[src/esc_pkg.sv]
// ============================================================================
// esc_pkg
// Shared types, constants and register codes of the sensor compensation core.
// ============================================================================
package esc_pkg;

    typedef logic [31:0] t_w32;
    typedef logic [63:0] t_w64;
    typedef logic [19:0] t_adc20;
    typedef logic [15:0] t_adc16;

    typedef enum logic [2:0] {
        REG_TEMP_COEFFS  = 3'd0,
        REG_PRESS_LOW    = 3'd1,
        REG_PRESS_HIGH   = 3'd2,
        REG_PRESS_NINE   = 3'd3,
        REG_HUMID_COEFFS = 3'd4
    } t_cfg_idx;

    // pipeline indexes of results, counted from the input register
    localparam int LAT_TFINE  = 3;
    localparam int LAT_TEMP   = 4;
    localparam int LAT_HUM    = 10;
    localparam int LAT_PRESS  = 85;
    localparam int DIV_STAGES = 64;

    localparam t_w64 PRESS_TFINE_OFS = 64'd128000;
    localparam t_w32 HUM_TFINE_OFS   = 32'd76800;
    localparam t_w64 PRESS_ADC_FULL  = 64'd1048576;
    localparam t_w64 PRESS_SCALE     = 64'd3125;
    localparam t_w64 PRESS_BIAS      = 64'h0000_8000_0000_0000;
    localparam t_w32 HUM_MAX         = 32'd419430400;

endpackage

[src/esc_temp.sv]
// ============================================================================
// esc_temp
// Temperature stages: fine temperature value and saturated 0.01 degC result.
// ============================================================================
module esc_temp (
    input  logic               i_clk,
    input  logic               i_en,
    input  esc_pkg::t_adc20    i_adc_t,
    input  logic [47:0]        i_coeffs,
    output esc_pkg::t_w32      o_t_fine,
    output logic signed [15:0] o_temp
);
    import esc_pkg::*;

    t_w32 w_t1;
    t_w32 w_t2;
    t_w32 w_t3;
    t_w32 w_adc;
    t_w32 w_a;
    t_w32 w_d;
    t_w32 w_v1;
    t_w32 w_sc;
    logic signed [31:0] w_tv;
    t_w32 r_m1;
    t_w32 r_dd;
    t_w32 r_v1;
    t_w32 r_m3;
    t_w32 r_tf;
    logic signed [15:0] r_temp;
    logic signed [15:0] n_temp;

    always_comb begin
        w_t1  = {16'd0, i_coeffs[15:0]};
        w_t2  = {{16{i_coeffs[31]}}, i_coeffs[31:16]};
        w_t3  = {{16{i_coeffs[47]}}, i_coeffs[47:32]};
        w_adc = {12'd0, i_adc_t};
        w_a   = (w_adc >> 3) - (w_t1 << 1);
        w_d   = (w_adc >> 4) - w_t1;
        w_v1  = $unsigned($signed(r_dd) >>> 12);
        w_sc  = (r_tf << 2) + r_tf + 32'd128;
        w_tv  = $signed(w_sc) >>> 8;
        if (w_tv > 32'sd32767) begin
            n_temp = 16'sh7fff;
        end else if (w_tv < -32'sd32768) begin
            n_temp = 16'sh8000;
        end else begin
            n_temp = w_tv[15:0];
        end
    end

    always_ff @(posedge i_clk) begin
        if (i_en) begin
            r_m1   <= w_a * w_t2;
            r_dd   <= w_d * w_d;
            r_v1   <= $unsigned($signed(r_m1) >>> 11);
            r_m3   <= w_v1 * w_t3;
            r_tf   <= r_v1 + $unsigned($signed(r_m3) >>> 14);
            r_temp <= n_temp;
        end
    end

    assign o_t_fine = r_tf;
    assign o_temp   = r_temp;

endmodule

[config.mk]
export PLATFORM = sky130hd
export DESIGN_NAME = esc_temp
export DESIGN_NICKNAME = d
export VERILOG_FILES = /design/src/esc_pkg.sv /design/src/esc_temp.sv
export SDC_FILE = /design/constraint.sdc
export NUM_CORES = 2
export LEC_CHECK = 0
export ABC_AREA = 0
export BUFFER_PORTS_ARGS = -buffer_cell sky130_fd_sc_hd__buf_2
export CORE_MARGIN = 5
export CORE_UTILIZATION = 40
export DETAILED_ROUTE_END_ITERATION = 8
export GPL_TIMING_DRIVEN = 0
export SLEW_MARGIN = 0
export SYNTH_ARGS = -nofsm -noshare
export SYNTH_HDL_FRONTEND = slang
export SYNTH_SLANG_ARGS = --single-unit
[constraint.sdc]
create_clock -name i_clk -period 9.23 [get_ports i_clk]
set_input_delay 0.923 -clock i_clk [delete_from_list [all_inputs] [get_ports i_clk]]
set_output_delay 0.923 -clock i_clk [all_outputs]
set_load 0.02 [all_outputs]
; Word-level counts from Yosys, hierarchy flattened
; Cells that the tools add are included.
[totals]
word_cells = 17
reg_bits = 165
output_inout_bits = 48
[op_classes]
order_cmp = 2
mux = 1
n_mul = 3
addsub = 5
[ops]
columns = cell, count
row1 = adder 32 bit, 1
row2 = "adder 32 x 8 -> 32 bit, second input constant", 1
row3 = multiplier 17 x 17 -> 32 bit, 1
row4 = multiplier 18 x 16 -> 32 bit, 1
row5 = multiplier 20 x 16 -> 32 bit, 1
row6 = "> comparator 24 x 16 -> 1 bit, second input constant", 1
row7 = "less-than comparator 24 x 16 -> 1 bit, second input constant", 1
row8 = adder 21 x 18 -> 22 bit, 1
row9 = subtractor 17 x 17 -> 18 bit, 1
row10 = subtractor 16 x 16 -> 17 bit, 1
row11 = 2-to-1 mux 16 bit, 1

; Depth between registers and ports, before layout
[logic_depth]
depth_word = 4
depth_mapped = 35
mapped_depth_nobuf = 34

; Least setup slack after synthesis
; OpenSTA, ideal clock, no wires.
[synth_path]
kind = in2reg
start = input i_adc_t[4]
end = register r_dd[31], data pin
t_required_ns = 8.966
arrival_ns = 8.264
setup_ns = 0.264
slack_ns = 0.702
path_buffers = 1
path_stages = 33
cell_sequence = inv_1 -> ha_1 -> fa_1 -> nor2b_1 -> o31ai_4 -> a21oi_1 -> a21o_1 -> a21o_1 -> nand2_1 -> a221oi_2 -> clkbuf_1 -> nand2_1 -> fa_1 -> inv_1 -> fa_1 -> inv_1 -> fa_1 -> inv_1 -> fa_1 -> fa_1 -> inv_1 -> fa_1 -> inv_1 -> ha_1 -> nand4_1 -> nor4bb_1 -> nand3_1 -> o211ai_1 -> o211ai_1 -> a21boi_1 -> o21a_1 -> o41ai_2 -> xnor2_1
[synth_between]
elab_chain_len = 2
[synth_rtl]
columns = element, line
row1 = start: declaration, esc_temp.sv:8  ; input esc_pkg::t_adc20 i_adc_t,
row2 = subtractor 16 x 16 -> 17 bit, esc_temp.sv:38  ; w_d = (w_adc >> 4) - w_t1;
row3 = multiplier 17 x 17 -> 32 bit, esc_temp.sv:54  ; r_dd <= w_d * w_d;
row4 = end signal: assignment, esc_temp.sv:54
row5 = end: declaration, esc_temp.sv:25  ; t_w32 r_dd;
; Every way passes these cells.
; A chain may end at the register's enable or synchronous reset.

; Final worst setup path
[layout_path]
start = input i_adc_t[4]
end = register r_dd[30], data pin
; Same word-level chain as after synthesis.

==> flow_summary.toml <==
[global_routing]
grt_pass1_vias = 26200
antenna_found_initial = 4
grt-ovfl-total = 0
grt_pass1_wl_um = 146000
track_usage_pct = 19.7
grt_max_degree = 76

[timing]
layout_min_cycle_time_ps = 8930
final_max_slew_viol_count = 0
grt_setup_unrepaired = "yes"
max-slew-margin-rel_pct = 43.3
fin_crit_sh_pct = 96.7
hold_violations = 0
tns_ps = 0
final.setup_skew_ps = 9.75
worst_slew_pin_slew_ps = 851
setup_violations = 0
fmax_mhz = 112

[floorplan]
fp.coreArea_mm2 = 0.0882
die-area_mm2 = 0.0949
die_width_um = 308
pin_count = 118
std_cell_rows = 109
start_util_pct = 40.3
die_h_um = 308

[clock_network]
clockBufferDepth = 2
cts_tree = "yes"
clkTransAtPathRegs_ps = 60
cts_buffers = 17
cts.sinks = 118
clock-root-buffer = "clkbuf_16"
htreeDepth = 4
clock_latency_ps = 430

[synth]
ys.flop_type = "edfxtp_1"
synth.net_count = 4915
yosysWarnings = 0
synth-edff-count = 118
synthCells = 3711
yosysUniqueCellTypes = 77
synthArstFlopShare_pct = 0
synth_area_mm2 = 0.0355
syn_area_per_cell_um2 = 9.57
ys_seq_area_share_pct = 9.98
synth_seq_cells = 118

[min_path]
hold_path.class = "flop to flop"

[route]
drtIter0Drc = 1300
wl_met3_um = 5910
vias = 24600
met2_wirelength_um = 43400
wl_met1_um = 38600
postRouteAntennaNets = 0
wl_per_cell_um = 18.1
wirelength_um = 90700
routed.top_layer = "met5"
drtPass1Iterations = 5
drc_errors = 0
routed_via_density = 4.90

[outcome]
outcome = "finished clean"

[worst_setup_path]
crit_path_frequent_cell = "fa_1"
max_stage_delay_ps = 530
endpoint_kind = "flop"
cp_data_arrival_time_ps = 9110
worstPathRequired_ps = 9410
cp_max_fo = 10
critPathLaunchType = "input port"
path_class = "input port to flop"
crit_slowest_cell = "fa_1"

[placement]
place_congestion = 0.934
dp.cells = 4975
dpl.hpwl_um = 77400
place.port_buffers = 98
postPlaceCellArea_mm2 = 0.0375

[cells_and_area]
fin_util_pct = 43.6
final_cell_area_mm2 = 0.0385
fin_cells = 5020
post_route_cells_drive_above_1_share_pct = 6.25
syn2layout_area_growth_pct = 8.31
fin_nets = 5046
diodes = 0
nFillCells = 8553

[flow_run]
max_cap_viol_count = 0
-- flip-flops by register name, summed over array words and instances, names as in the netlist --
register  count
o_t_fine     22
o_temp       16
r_dd         20
r_m1         21
r_m3         18
r_v1         21
-- path summary, 6_finish.rpt --
check / startpoint / end / slack (ps) / cells past startpoint
setup / recovery: i_adc_t[4] / r_dd[30]$_DFFE_PP_ / 300 / 34
hold / removal: r_m1[19]$_DFFE_PP_ / r_v1[8]$_DFFE_PP_ / 420 / 0
setup reg to reg: r_dd[19]$_DFFE_PP_ / r_m3[31]$_DFFE_PP_ / 1710 / 23
hold reg to reg: r_m1[19]$_DFFE_PP_ / r_v1[8]$_DFFE_PP_ / 420 / 0
-- metal layers --
layer,track usage (%),vias to the layer above
met1,27.1,12500
met4,5.25,4
met3,2.61,119
met2,33.0,786
li1,-,11200
met5,0,-
-- synth_stat cells (all sizes together), types with 6 or more instances --
cell type  number  area [µm²]
ha            319        3990
nand4           6        37.5
nor2          130         488
a31oi           7        58.8
inv           977        3670
edfxtp        118        3540
nor2b          32         200
o21ai          61         305
xnor2         108         953
o21a           18         135
fa            815       16300
a211oi         16         135
o21bai          7        52.6
and3           11        68.8
nor3           17        85.1
and2          203        1270
clkinv          6        22.5
buf            15        98.8
clkbuf        112         420
a21oi          66         338
a21o           26         195
o211ai          6        45.0
nand2         461        1730
nand3          19        95.1
xor2           42         375
nand2b         40         250
or3             9        56.3
-- area by class of cell --
type | instances | area [µm²] | share of cell area [%]
multi-input combinational | 2483 | 28000 | 72.8
inverter | 983 | 3700 | 9.62
clock buffer | 17 | 425 | 1.11
timing repair buffer | 113 | 626 | 1.63
clock inverter | 15 | 170 | 0.442
sequential | 118 | 3540 | 9.21
buffer | 126 | 559 | 1.45
tap | 1165 | 1460 | 3.79
-- per-stage QoR --
step	setup WS, ps	hold slack, ps
6_report	302	419
3_3_place_gp	-2140	404
3_5_place_dp	-2140	407
4_1_cts	5.41	421
2_1_floorplan	702	400
5_1_grt	-81.4	423
-- repair_timing --
item                                    4_1_cts  5_1_grt
pin swaps                                     2        8
gates resized for setup                      40       42
endpoints found under the setup margin       33       16
setup buffers                                 9        5
hold buffers                                  0        0
gates cloned                                  0        0
-- critical path, delay by kind of cell --
| kind | cells | cell delay [ps] |
|---|---|---|
| buf+inv | 9 | 1090 |
| compound gates | 8 | 1900 |
| xor+xnor | 2 | 430 |
| fa+ha+maj | 9 | 3750 |
| simple gates | 6 | 980 |
-- cells by family (layout without fill, tap and decap cells) --
logic type	Yosys count	count (layout)	share of synthesized area, %
xor+xnor	150	150	3.74
mux	3	3	0.0881
buf+inv	1110	1254	11.8
fa+ha+maj	1134	1134	57.2
flops	118	118	9.98
compound gates	248	248	4.69
simple gates	948	948	12.5
-- cell usage in the layout (no fill, tap or decap), drive strengths merged, types with 17 or more instances in the layout --
cell    instances
fa            815
ha            319
nor2b          32
xnor2         108
o21a           18
a21oi          66
xor2           42
nor2          130
inv           981
nand2         461
a21o           26
nand2b         40
nor3           17
edfxtp        118
buf           130
and2          203
clkbuf        126
nand3          19
o21ai          61
Power is left out: the tool's default activity adds up to more than one toggle a clock period on the data nets, which glitch-free logic cannot reach.
